[src/hdl/fms_pkg.sv]
// ---------------------------------------------------------------------------
// Flight mode sequencer package
// Shared types, mode codes, register indexes and arithmetic helpers.
// ---------------------------------------------------------------------------
package fms_pkg;

    // Mode codes
    localparam logic [3:0] MODE_INIT   = 4'd0;
    localparam logic [3:0] MODE_BOOT   = 4'd1;
    localparam logic [3:0] MODE_WAIT   = 4'd2;
    localparam logic [3:0] MODE_ARMS   = 4'd3;
    localparam logic [3:0] MODE_BRAKE  = 4'd4;
    localparam logic [3:0] MODE_FLY    = 4'd5;
    localparam logic [3:0] MODE_LAND   = 4'd6;
    localparam logic [3:0] MODE_LANDED = 4'd7;
    localparam logic [3:0] MODE_SLEEP  = 4'd8;
    localparam logic [3:0] MODE_TEST   = 4'd9;
    localparam logic [3:0] MODE_CHUTE  = 4'd10;

    // Configuration register indexes
    localparam logic [2:0] REG_TARGET_ALT  = 3'd0;
    localparam logic [2:0] REG_GROUND_ALT  = 3'd1;
    localparam logic [2:0] REG_START_MODE  = 3'd2;
    localparam logic [2:0] REG_TLM_PERIOD  = 3'd3;
    localparam logic [2:0] REG_RELEASE     = 3'd4;

    // Fixed drive values and thresholds
    localparam logic [9:0]         ARM_OPEN       = 10'd1000;
    localparam logic signed [10:0] LIFT_ARMS      = -11'sd500;
    localparam logic signed [10:0] LIFT_BRAKE     = 11'sd1000;
    localparam logic [9:0]         THR_MAX        = 10'd1000;
    localparam logic signed [18:0] FLY_SINK       = 19'sd120;
    localparam logic signed [32:0] LAND_THRESHOLD = 33'sd10000;
    localparam logic signed [32:0] SETTLE_HEIGHT  = 33'sd2000;
    localparam logic signed [33:0] LAND_OFFSET    = 34'sd2000;
    localparam logic signed [33:0] TEST_OFFSET    = 34'sd10;
    localparam logic signed [33:0] TEST_TERM_HI   = 34'sd2047;
    localparam logic signed [33:0] TEST_TERM_LO   = -34'sd2048;

    // Division by 120 is done as a shift by 3 and a reciprocal multiply by 15
    localparam logic [19:0] RECIP_15   = 20'd559241;
    localparam int          RECIP_BITS = 23;

    // Pre-processed input word passed from the input stage to the core
    typedef struct packed {
        logic [31:0]        now_ms;
        logic signed [15:0] climb_rate;
        logic               climb_above;    // climb rate above release rate
        logic               below_land;     // height over target below land threshold
        logic               below_settle;   // height over target below settle height
        logic               err_neg;        // landing error is negative
        logic [21:0]        err_mag;        // saturated magnitude of landing error
        logic signed [11:0] test_term;      // saturated test hover term
    } fms_item_t;

    // Result word
    typedef struct packed {
        logic               sample_cycle;
        logic               parachute_open;
        logic [15:0]        telemetry_seq;
        logic               send_telemetry;
        logic signed [10:0] lift_drive;
        logic [9:0]         arm_drive;
        logic               drive_valid;
        logic [3:0]         mode;
    } fms_result_t;

    // Clamp a throttle sum to 0..1000
    function automatic logic [9:0] clamp_thr(input logic signed [18:0] v);
        logic [9:0] r;
        if (v > $signed({9'd0, THR_MAX}))
        begin
            r = THR_MAX;
        end
        else if (v < 19'sd0)
        begin
            r = 10'd0;
        end
        else
        begin
            r = v[9:0];
        end
        return r;
    endfunction

endpackage

[src/hdl/fms_prep.sv]
// ---------------------------------------------------------------------------
// Flight mode sequencer input stage
// Registers each input word together with the altitude differences and
// compares that depend only on the word and the configuration.
// ---------------------------------------------------------------------------
module fms_prep
    import fms_pkg::*;
(
    input  logic               clk,
    input  logic               rst_n,
    input  logic               in_valid,
    output logic               in_ready,
    input  logic [31:0]        now_ms,
    input  logic signed [15:0] climb_rate,
    input  logic signed [31:0] altitude,
    input  logic signed [31:0] target_altitude,
    input  logic signed [31:0] ground_altitude,
    input  logic [14:0]        release_rate,
    output logic               item_valid,
    input  logic               item_ready,
    output fms_item_t          item
);

    logic               valid_reg;
    fms_item_t          item_reg;
    fms_item_t          item_next;
    logic signed [32:0] height;
    logic signed [33:0] err;
    logic [33:0]        err_abs;
    logic signed [33:0] test_sum;

    assign in_ready   = !valid_reg || item_ready;
    assign item_valid = valid_reg;
    assign item       = item_reg;

    // Altitude differences, all exact
    always_comb
    begin
        height   = $signed({altitude[31], altitude})
                 - $signed({target_altitude[31], target_altitude});
        err      = $signed({height[32], height}) + LAND_OFFSET;
        err_abs  = err[33] ? 34'(-err) : 34'(err);
        test_sum = $signed({{2{ground_altitude[31]}}, ground_altitude}) + TEST_OFFSET
                 - $signed({{2{altitude[31]}}, altitude});

        item_next.now_ms       = now_ms;
        item_next.climb_rate   = climb_rate;
        item_next.climb_above  = $signed({climb_rate[15], climb_rate})
                               > $signed({2'b00, release_rate});
        item_next.below_land   = height < LAND_THRESHOLD;
        item_next.below_settle = height < SETTLE_HEIGHT;
        item_next.err_neg      = err[33];
        // Beyond 22 bits the throttle clamps either way
        item_next.err_mag      = (err_abs[33:22] != 12'd0) ? 22'h3FFFFF : err_abs[21:0];
        if (test_sum > TEST_TERM_HI)
        begin
            item_next.test_term = 12'sd2047;
        end
        else if (test_sum < TEST_TERM_LO)
        begin
            item_next.test_term = -12'sd2048;
        end
        else
        begin
            item_next.test_term = test_sum[11:0];
        end
    end

    // Input register
    always_ff @(posedge clk or negedge rst_n)
    begin
        if (!rst_n)
        begin
            valid_reg <= 1'b0;
        end
        else if (in_ready)
        begin
            valid_reg <= in_valid;
        end
    end

    always_ff @(posedge clk)
    begin
        if (in_valid && in_ready)
        begin
            item_reg <= item_next;
        end
    end

endmodule

[src/hdl/fms_core.sv]
// ---------------------------------------------------------------------------
// Flight mode sequencer core
// Holds the mode, throttle, telemetry and settle state, steps them once per
// word and loads the result register.
// ---------------------------------------------------------------------------
module fms_core
    import fms_pkg::*;
#(
    parameter int SETTLE_TICKS = 20
)
(
    input  logic        clk,
    input  logic        rst_n,
    input  logic        item_valid,
    output logic        item_ready,
    input  fms_item_t   item,
    input  logic [3:0]  start_mode,
    input  logic [15:0] telemetry_period,
    output logic        out_valid,
    input  logic        out_ready,
    output fms_result_t result
);

    localparam logic [4:0] SETTLE_LIM = 5'(SETTLE_TICKS);
    localparam logic [4:0] SETTLE_MAX = 5'(SETTLE_TICKS + 1);

    logic [3:0]         mode_reg;
    logic [3:0]         mode_next;
    logic               not_started_reg;
    logic [9:0]         throttle_reg;
    logic [9:0]         throttle_next;
    logic [31:0]        last_send_reg;
    logic [31:0]        last_send_next;
    logic [4:0]         settle_reg;
    logic [4:0]         settle_next;
    logic [15:0]        frame_reg;
    logic [15:0]        frame_next;
    logic               out_valid_reg;
    fms_result_t        result_reg;
    fms_result_t        result_next;

    logic               advance;
    logic [3:0]         mode_cur;
    logic [31:0]        elapsed;
    logic               send;
    logic [38:0]        prod;
    logic [15:0]        quot;
    logic signed [18:0] thr_ext;
    logic signed [18:0] climb_ext;
    logic signed [18:0] land_term;
    logic signed [18:0] fly_sum;
    logic signed [18:0] land_sum;
    logic signed [18:0] test_sum;
    logic [4:0]         settle_inc;
    logic               settled;

    assign item_ready = !out_valid_reg || out_ready;
    assign advance    = item_valid && item_ready;
    assign out_valid  = out_valid_reg;
    assign result     = result_reg;

    // Throttle arithmetic; the landing error divided by 120 truncating
    always_comb
    begin
        prod      = 39'(item.err_mag[21:3]) * 39'(RECIP_15);
        quot      = prod[RECIP_BITS + 15:RECIP_BITS];
        thr_ext   = $signed({9'd0, throttle_reg});
        climb_ext = $signed({{3{item.climb_rate[15]}}, item.climb_rate});
        land_term = item.err_neg ? $signed({3'd0, quot}) : -$signed({3'd0, quot});
        fly_sum   = thr_ext - FLY_SINK + climb_ext;
        land_sum  = thr_ext + land_term + climb_ext;
        test_sum  = thr_ext + $signed({{7{item.test_term[11]}}, item.test_term});
    end

    // Saturating settle counter
    always_comb
    begin
        settle_inc = (settle_reg < SETTLE_MAX) ? settle_reg + 5'd1 : settle_reg;
        settled    = item.below_settle && (settle_inc > SETTLE_LIM);
    end

    // Telemetry due check
    always_comb
    begin
        elapsed = item.now_ms - last_send_reg;
        send    = elapsed > {16'd0, telemetry_period};
    end

    // Mode step
    always_comb
    begin
        if (not_started_reg)
        begin
            mode_cur = (start_mode > MODE_CHUTE) ? MODE_INIT : start_mode;
        end
        else
        begin
            mode_cur = mode_reg;
        end
        if (mode_cur == MODE_INIT || mode_cur == MODE_BOOT)
        begin
            mode_cur = MODE_WAIT;
        end

        mode_next      = mode_cur;
        throttle_next  = throttle_reg;
        settle_next    = settle_reg;
        last_send_next = send ? item.now_ms : last_send_reg;
        frame_next     = send ? frame_reg + 16'd1 : frame_reg;

        result_next                = '0;
        result_next.send_telemetry = send;
        result_next.telemetry_seq  = send ? frame_reg : 16'd0;

        unique case (mode_cur)
            MODE_WAIT:
            begin
                if (item.climb_above)
                begin
                    mode_next = MODE_ARMS;
                end
            end
            MODE_ARMS:
            begin
                result_next.drive_valid = 1'b1;
                result_next.arm_drive   = ARM_OPEN;
                result_next.lift_drive  = LIFT_ARMS;
                mode_next               = MODE_BRAKE;
            end
            MODE_BRAKE:
            begin
                result_next.drive_valid = 1'b1;
                result_next.lift_drive  = LIFT_BRAKE;
                if (!item.climb_above)
                begin
                    mode_next = MODE_FLY;
                end
            end
            MODE_FLY:
            begin
                throttle_next           = clamp_thr(fly_sum);
                result_next.drive_valid = 1'b1;
                result_next.lift_drive  = $signed({1'b0, throttle_next});
                if (item.below_land)
                begin
                    mode_next = MODE_LAND;
                end
            end
            MODE_LAND:
            begin
                throttle_next           = clamp_thr(land_sum);
                result_next.drive_valid = 1'b1;
                result_next.lift_drive  = $signed({1'b0, throttle_next});
                if (item.below_settle)
                begin
                    settle_next = settle_inc;
                end
                if (settled)
                begin
                    mode_next = MODE_LANDED;
                end
            end
            MODE_LANDED:
            begin
                result_next.drive_valid  = 1'b1;
                result_next.sample_cycle = 1'b1;
            end
            MODE_TEST:
            begin
                throttle_next = clamp_thr(test_sum);
            end
            MODE_CHUTE:
            begin
                result_next.parachute_open = 1'b1;
                if (item.below_settle)
                begin
                    settle_next = settle_inc;
                end
                if (settled)
                begin
                    mode_next = MODE_LAND;
                end
            end
            default:
            begin
                // Sleep holds with no drive
            end
        endcase

        result_next.mode = mode_next;
    end

    // State and result registers
    always_ff @(posedge clk or negedge rst_n)
    begin
        if (!rst_n)
        begin
            mode_reg        <= MODE_INIT;
            not_started_reg <= 1'b1;
            throttle_reg    <= 10'd0;
            last_send_reg   <= 32'd0;
            settle_reg      <= 5'd0;
            frame_reg       <= 16'd0;
            out_valid_reg   <= 1'b0;
        end
        else
        begin
            if (advance)
            begin
                mode_reg        <= mode_next;
                not_started_reg <= 1'b0;
                throttle_reg    <= throttle_next;
                last_send_reg   <= last_send_next;
                settle_reg      <= settle_next;
                frame_reg       <= frame_next;
            end
            if (item_ready)
            begin
                out_valid_reg <= item_valid;
            end
        end
    end

    always_ff @(posedge clk)
    begin
        if (advance)
        begin
            result_reg <= result_next;
        end
    end

endmodule

[src/hdl/flight_mode_sequencer_top.sv]
// ---------------------------------------------------------------------------
// Flight mode sequencer top level
// Configuration registers, input stage and sequencing core.
// ---------------------------------------------------------------------------
// Path: an accepted input word is held in the input register, which feeds the
// result register through one pass of logic.
// Throughput: one word per cycle while m_tready is high. While a result waits,
// one further word is taken into the input register, after which s_tready
// follows m_tready.
// Reset: rst_n clears all mode, throttle, telemetry and settle state at once;
// registers return to their reset values and no clearing pass is needed.
module flight_mode_sequencer_top
    import fms_pkg::*;
#(
    parameter int SETTLE_TICKS = 20
)
(
    input  logic        clk,
    input  logic        rst_n,
    input  logic        cfg_we,
    input  logic [2:0]  cfg_index,
    input  logic [31:0] cfg_data,
    input  logic        s_tvalid,
    output logic        s_tready,
    input  logic [79:0] s_tdata,    // now_ms[31:0], climb_rate[47:32], altitude[79:48]
    output logic        m_tvalid,
    input  logic        m_tready,
    output logic [47:0] m_tdata     // mode[3:0], drive_valid[4], arm_drive[14:5],
                                    // lift_drive[25:15], send_telemetry[26],
                                    // telemetry_seq[42:27], parachute_open[43],
                                    // sample_cycle[44], zero[47:45]
);

    logic signed [31:0] target_alt_reg;
    logic signed [31:0] ground_alt_reg;
    logic [3:0]         start_mode_reg;
    logic [15:0]        tlm_period_reg;
    logic [14:0]        release_reg;

    logic               item_valid;
    logic               item_ready;
    fms_item_t          item;
    fms_result_t        result;

    // Configuration registers
    always_ff @(posedge clk or negedge rst_n)
    begin
        if (!rst_n)
        begin
            target_alt_reg <= 32'sd0;
            ground_alt_reg <= 32'sd0;
            start_mode_reg <= MODE_INIT;
            tlm_period_reg <= 16'd500;
            release_reg    <= 15'd500;
        end
        else if (cfg_we)
        begin
            unique case (cfg_index)
                REG_TARGET_ALT: target_alt_reg <= cfg_data;
                REG_GROUND_ALT: ground_alt_reg <= cfg_data;
                REG_START_MODE: start_mode_reg <= cfg_data[3:0];
                REG_TLM_PERIOD: tlm_period_reg <= cfg_data[15:0];
                REG_RELEASE:    release_reg    <= cfg_data[14:0];
                default:
                begin
                    // Unused indexes are ignored
                end
            endcase
        end
    end

    // Input stage
    fms_prep u_prep (
        .clk             (clk),
        .rst_n           (rst_n),
        .in_valid        (s_tvalid),
        .in_ready        (s_tready),
        .now_ms          (s_tdata[31:0]),
        .climb_rate      (s_tdata[47:32]),
        .altitude        (s_tdata[79:48]),
        .target_altitude (target_alt_reg),
        .ground_altitude (ground_alt_reg),
        .release_rate    (release_reg),
        .item_valid      (item_valid),
        .item_ready      (item_ready),
        .item            (item)
    );

    // Sequencing core
    fms_core #(
        .SETTLE_TICKS (SETTLE_TICKS)
    ) u_core (
        .clk              (clk),
        .rst_n            (rst_n),
        .item_valid       (item_valid),
        .item_ready       (item_ready),
        .item             (item),
        .start_mode       (start_mode_reg),
        .telemetry_period (tlm_period_reg),
        .out_valid        (m_tvalid),
        .out_ready        (m_tready),
        .result           (result)
    );

    // Output word packing
    assign m_tdata = {3'b000, result.sample_cycle, result.parachute_open,
                      result.telemetry_seq, result.send_telemetry, result.lift_drive,
                      result.arm_drive, result.drive_valid, result.mode};

endmodule

[config.mk]
export PLATFORM = sky130hd
export DESIGN_NAME = flight_mode_sequencer_top
export DESIGN_NICKNAME = d
export VERILOG_FILES = /design/src/hdl/fms_pkg.sv /design/src/hdl/fms_prep.sv /design/src/hdl/fms_core.sv /design/src/hdl/flight_mode_sequencer_top.sv
export SDC_FILE = /design/constraint.sdc
export NUM_CORES = 1
export LEC_CHECK = 0
export ABC_AREA = 1
export BUFFER_PORTS_ARGS = -buffer_cell sky130_fd_sc_hd__buf_2
export CAP_MARGIN = 20
export CORE_ASPECT_RATIO = 0.7
export CORE_MARGIN = 2
export CORE_UTILIZATION = 39
export DETAILED_ROUTE_END_ITERATION = 12
export PLACE_DENSITY = 0.64
export SLEW_MARGIN = 25
export SYNTH_ARGS = -nofsm -noshare
export SYNTH_HDL_FRONTEND = slang
export SYNTH_SLANG_ARGS = --single-unit
[constraint.sdc]
create_clock -name clk -period 9.9 [get_ports clk]
set_clock_uncertainty 0.05 [all_clocks]
set_input_delay 1.485 -clock clk [delete_from_list [all_inputs] [get_ports clk]]
set_output_delay 1.485 -clock clk [all_outputs]
set_load 0.02 [all_outputs]
[Word-level counts from Yosys, hierarchy flattened]
Index checks and enable logic that the tools add are counted.
Storage, ports and cells
  flip-flop bits (word level): 300
  input bits: 120
  output and inout port bits: 50
  word-level logic and storage cells: 119
Operators by class
  mux-type cells: 25
  equality and inequality tests: 13
  reductions and logical operators: 22
  order comparisons: 15
  multipliers: 1
  $add $sub $neg: 14
Operator list (count)
  $mux W10: 7
  $gt A19 B11 Y1 const B: 3
  $lt A19 B1 Y1 const B: 3
  $pmux W11 S4: 1
  $mul A19 B20 Y39 const B: 1
  $add A33 B12 Y34 const B: 1
  $gt A34 B12 Y1 const B: 1
  $lt A34 B12 Y1 const B: 1
  $mux W34: 1
  $neg A34 Y34: 1
  $sub A33 B32 Y34: 1
  $add A32 B5 Y33 const B: 1
  $lt A33 B12 Y1 const B: 1
  $lt A33 B15 Y1 const B: 1
  $sub A32 B32 Y33: 1
  $gt A32 B16 Y1: 1
  $mux W4: 8
  $sub A32 B32 Y32: 1
  $pmux W10 S3: 1
  $pmux W4 S6: 1
  $add A11 B19 Y19: 1
  $add A19 B16 Y19: 1
  $mux W19: 1
  $neg A16 Y19: 1
  30 further kinds: 49

[Longest topological paths before layout]
  word-level depth: 9
  gate-level depth with buffers: 45
  depth with buffers taken out: 45

[By module]
A second synthesis with hierarchy kept.
Unflattened totals
  cell total of the unflattened synthesis: 4344
  area total of the unflattened synthesis: 29971.2 um^2
Modules (own cells, without submodules)
  fms_core: area each 15305.9 um^2, times used 1, cells each 2324
  fms_prep: area each 10637.7 um^2, times used 1, cells each 1576
  flight_mode_sequencer_top: area each 4027.6 um^2, times used 1, cells each 444

[Least setup slack after synthesis]
No wires, ideal clock.
  path type: reg-to-reg
  from: reg u_prep.item_reg, in the netlist u_prep.item[30]
  to: reg u_core.throttle_reg[0]
  stages on the path, launching flop included: 43
  arrival time: 7381 ps
  slack: 2406 ps
  required time: 9787 ps
  setup time: 63 ps
  cells stage by stage: edfxtp_1 ha_1 fa_1 inv_1 fa_1 inv_1 fa_1 fa_1 ha_1 nand2_1 inv_1 a21oi_1 inv_1 a21oi_1 o21ai_0 nand2_1 nand2_1 xnor2_1 [7 not listed] ha_1 inv_1 nor3_1 nand3_1 o2111ai_1 a21oi_1 o21bai_1 nand2_1 nand2_1 xnor2_1 nand3_1 nor2_1 nand3_1 nor3_1 nand3_1 nand3_1 nand2_1 inv_1
Between the ends
  cells in the longest elaborated chain, start to end: 9
  elaborated cells on any way between the ends: 10
Ends and longest elaborated chain
  start: declaration: line fms_prep.sv:25  | fms_item_t item_reg;
  start signal: assignment: line fms_prep.sv:86  | item_reg <= item_next;
  $mul A19 B20 Y39 (*): line fms_core.sv:65  | prod = 39'(item.err_mag[21:3]) * 39'(RECIP_15);
  $neg A16 Y19: line fms_core.sv:69  | land_term = item.err_neg ? $signed({3'd0, quot}) : -$signed({3'd0, quot});
  $mux W19 (*): line fms_core.sv:69
  $add A11 B19 Y19 (*): line fms_core.sv:71  | land_sum = thr_ext + land_term + climb_ext;
  $add A19 B16 Y19 (*): line fms_core.sv:71
  $lt A19 B1 Y1: line fms_pkg.sv:75  | else if (v < 19'sd0)
  $mux W10: line fms_pkg.sv:75
  $mux W10 (*): line fms_pkg.sv:71  | if (v > $signed({9'd0, THR_MAX}))
  $pmux W10 S3 (*): line fms_core.sv:115  | unique case (mode_cur)
  end signal: assignment: line fms_core.sv:212  | throttle_reg <= throttle_next;
  end: declaration: line fms_core.sv:30  | logic [9:0] throttle_reg;
Mark *: on every way between the ends. The rest lies on a longest branch, timed or not.
A chain may end at the register's enable or synchronous reset.

[Worst setup path in the final report]
  from: reg u_prep.item_reg, in the netlist u_prep.item[30]
  to: reg u_core.throttle_reg[2]
Same word-level chain as after synthesis.

==> impl_metrics.ini <==
[status]
status = finished clean

[synth]
yosysWarnings = 0
synth_area_um2 = 28100
synth_top_area_share_pct = 14.3
synth_cell_types = 64
synth_ff_type = dfrtp_1
synth_common_cells = nand2_1 (997), inv_1 (715), ha_1 (320)
async_flop_share_pct = 58.9
synthTopCellsByArea = ha_1 (14%), dfrtp_1 (14%), nand2_1 (13%)
syn_area_per_cell_um2 = 7.15
synth_edf_count = 118
synthCells = 3929
yosysSeqAreaShare_pct = 27.7
synth_seq_cells = 287
synth_area_leader_cell = ha_1
yosysMostFrequentCell = nand2_1

[finish]
nFillCells = 7505
register_area_um2 = 7790
post-route-util_pct = 43.4
fin_nets = 4570
final_cell_area_um2 = 31000
finalNonFillerCells = 5069
syn_to_final_growth_pct = 10.3
multiInputGateArea_um2 = 17300
drive_gt1_share_pct = 8.71
largest_reg_flops = 83

[global_routing]
overflow = 0
grt_max_degree = 106
grt_pass1_vias = 23600
track_usage_pct = 21.8
grt_antenna_before_repair = 12
grt_pass1_wl_um = 130000

[floorplanning]
initial_core_util_pct = 39.3
rows = 82
die-width_um = 325
die_h_um = 229
dieArea_um2 = 74200
core-area_um2 = 71400
pin_count = 170

[detailed_routing]
drt_iter0_drc = 2324
ant_nets = 0
route.detailed.drc = 0
wl_met2_um = 30900
first_pass_iters = 6
dr_total_vias = 25600
finalWirelength_um = 81500
routed.top_layer = met5
wl_met1_um = 41600
dr_wl_met3_um = 7730
viasPerCell = 5.05
drt-wirelength-per-cell_um = 16.1

[critical_path]
startpoint_type = flop
cp_common_cell = nand3_1
worst_path_largest_cell_delay_ps = 530
crit_type = flop to flop
critPathLaunch = u_prep.item[30]
cp-end-kind = flop
rr_endpoint = u_core.throttle_reg[2]
timing.rr.start = u_prep.item[30]
worst_path_max_delay_cell = fa_1
cp.required_ps = 10380
critPathMaxFanout = 7
reg2reg_depth = 38
regToRegSetupSlack_ps = 1420
cp.arrival_ps = 8960

[timing]
tns_ps = 0
period_share_pct = 85.6
hold_viol = 0
fmaxAchievable_ghz = 0.118
min_period_ps = 8480
slew_headroom_pct = 37.0
finalMaxSlewViolations = 0
finalSetupViolCount = 0
rsz0062_at_grt = false
max_slew.worst_pin.slew_ps = 945

[placed_design]
dp_cells = 5007
gp_congestion = 0.973
hpwl_um = 67000
place_area_um2 = 29900
portBuffers = 162

[power_and_ir_drop]
total_power_mw = 6.69
p_per_area_nw_per_um2 = 216
ir_worst_vdd_uv = 148
power.leakage_nw = 16.2

[run]
drv_cap = 0

[clock_network]
cts_sinks = 287
post_cts_buffers = 0
cts_tree = built
cts_root_buf = clkbuf_16
clk_path_buf_depth = 3
hold_buffers = 0
post_cts_resized = 0
clk_pin_slew_ps = 60
h-tree-depth = 1
clkLatencyLatePin_ps = 600
cts_buffers = 31

[min_path]
hp-class = flop to flop
whs_path_depth = 2
whs_endpoint = u_core.last_send_reg[9]
hp-start = u_core.last_send_reg[9]
per-layer routing:
| layer | track usage [%] | vias up |
|---|---|---|
| li1 | - | 13000 |
| met1 | 34.3 | 11800 |
| met2 | 29.8 | 790 |
| met3 | 5.35 | 81 |
| met4 | 3.60 | 12 |
| met5 | 0 | - |
how the worst max path moves through the flow:
stage,to,cells after the start
after floorplan,u_core.throttle_reg[0],42
after global placement,u_core.throttle_reg[0],44
after detailed placement,u_core.throttle_reg[0],38
after CTS,u_core.throttle_reg[0],38
after global routing,u_core.throttle_reg[0],44
final,u_core.throttle_reg[2],38
where the power goes:
group | leakage (nW) | internal (mW) | switching [mW] | total, mW
Sequential | 3.16 | 1.48 | 0.160 | 1.64
Combinational | 12.5 | 1.31 | 2.53 | 3.84
Clock | 0.502 | 0.684 | 0.519 | 1.20
logic make-up (layout without fill, tap and decap cells):
group / Yosys count / count (layout) / synth area share [%]
buffers and inverters: 801 / 965 / 11.0
and+or+nand+nor: 1771 / 1771 / 27.4
other: 1 / 11 / 0.0134
DFF: 287 / 287 / 27.7
AOI/OAI and AO/OA: 530 / 530 / 10.5
muxes: 2 / 2 / 0.0802
adders and majority gates: 375 / 375 / 18.2
xor gates and xnor gates: 162 / 162 / 5.11
worst max-delay path: cells and delay by family, from the launching register on:
kind,cells,cell delay (ps)
AND/OR/NAND/NOR,16,2330
AO/OA/AOI/OAI,7,1320
adder cells (fa/ha/maj),8,3520
XOR/XNOR,3,530
buffers and inverters,4,190
flip-flops,1,460
metrics by stage:
stage / setup WS, ps / hold slack [ps]
6_report: 1420 / 421
2_1_floorplan: 2410 / 392
3_3_place_gp: 1700 / 404
5_1_grt: 483 / 440
4_1_cts: 1470 / 424
3_5_place_dp: 1490 / 409
layout make-up:
type	instances	area share (%)
Antenna cell	4	0.0323
Tap cell	966	3.90
Multi-Input combinational cell	2847	55.7
Inverter	737	8.93
Clock inverter	16	0.590
Timing Repair Buffer	171	2.92
Clock buffer	41	2.73
Sequential cell	287	25.1
cells in the final DEF (no fill, tap or decap), drive strengths merged, types with 10 or more instances in the layout:
master     n
a21o      10
buf      170
nand3b    10
inv      739
o21bai    18
a21oi    212
nand3    251
ha       320
nand2   1028
nor2     312
fa        55
xnor2     46
nand4     87
o21ai    210
dfstp     13
a31oi     18
edfxtp   118
xor2     116
dfrtp    156
nor3      55
or2       12
o21a      15
clkbuf    42
Power figures use the tool's default switching activity.
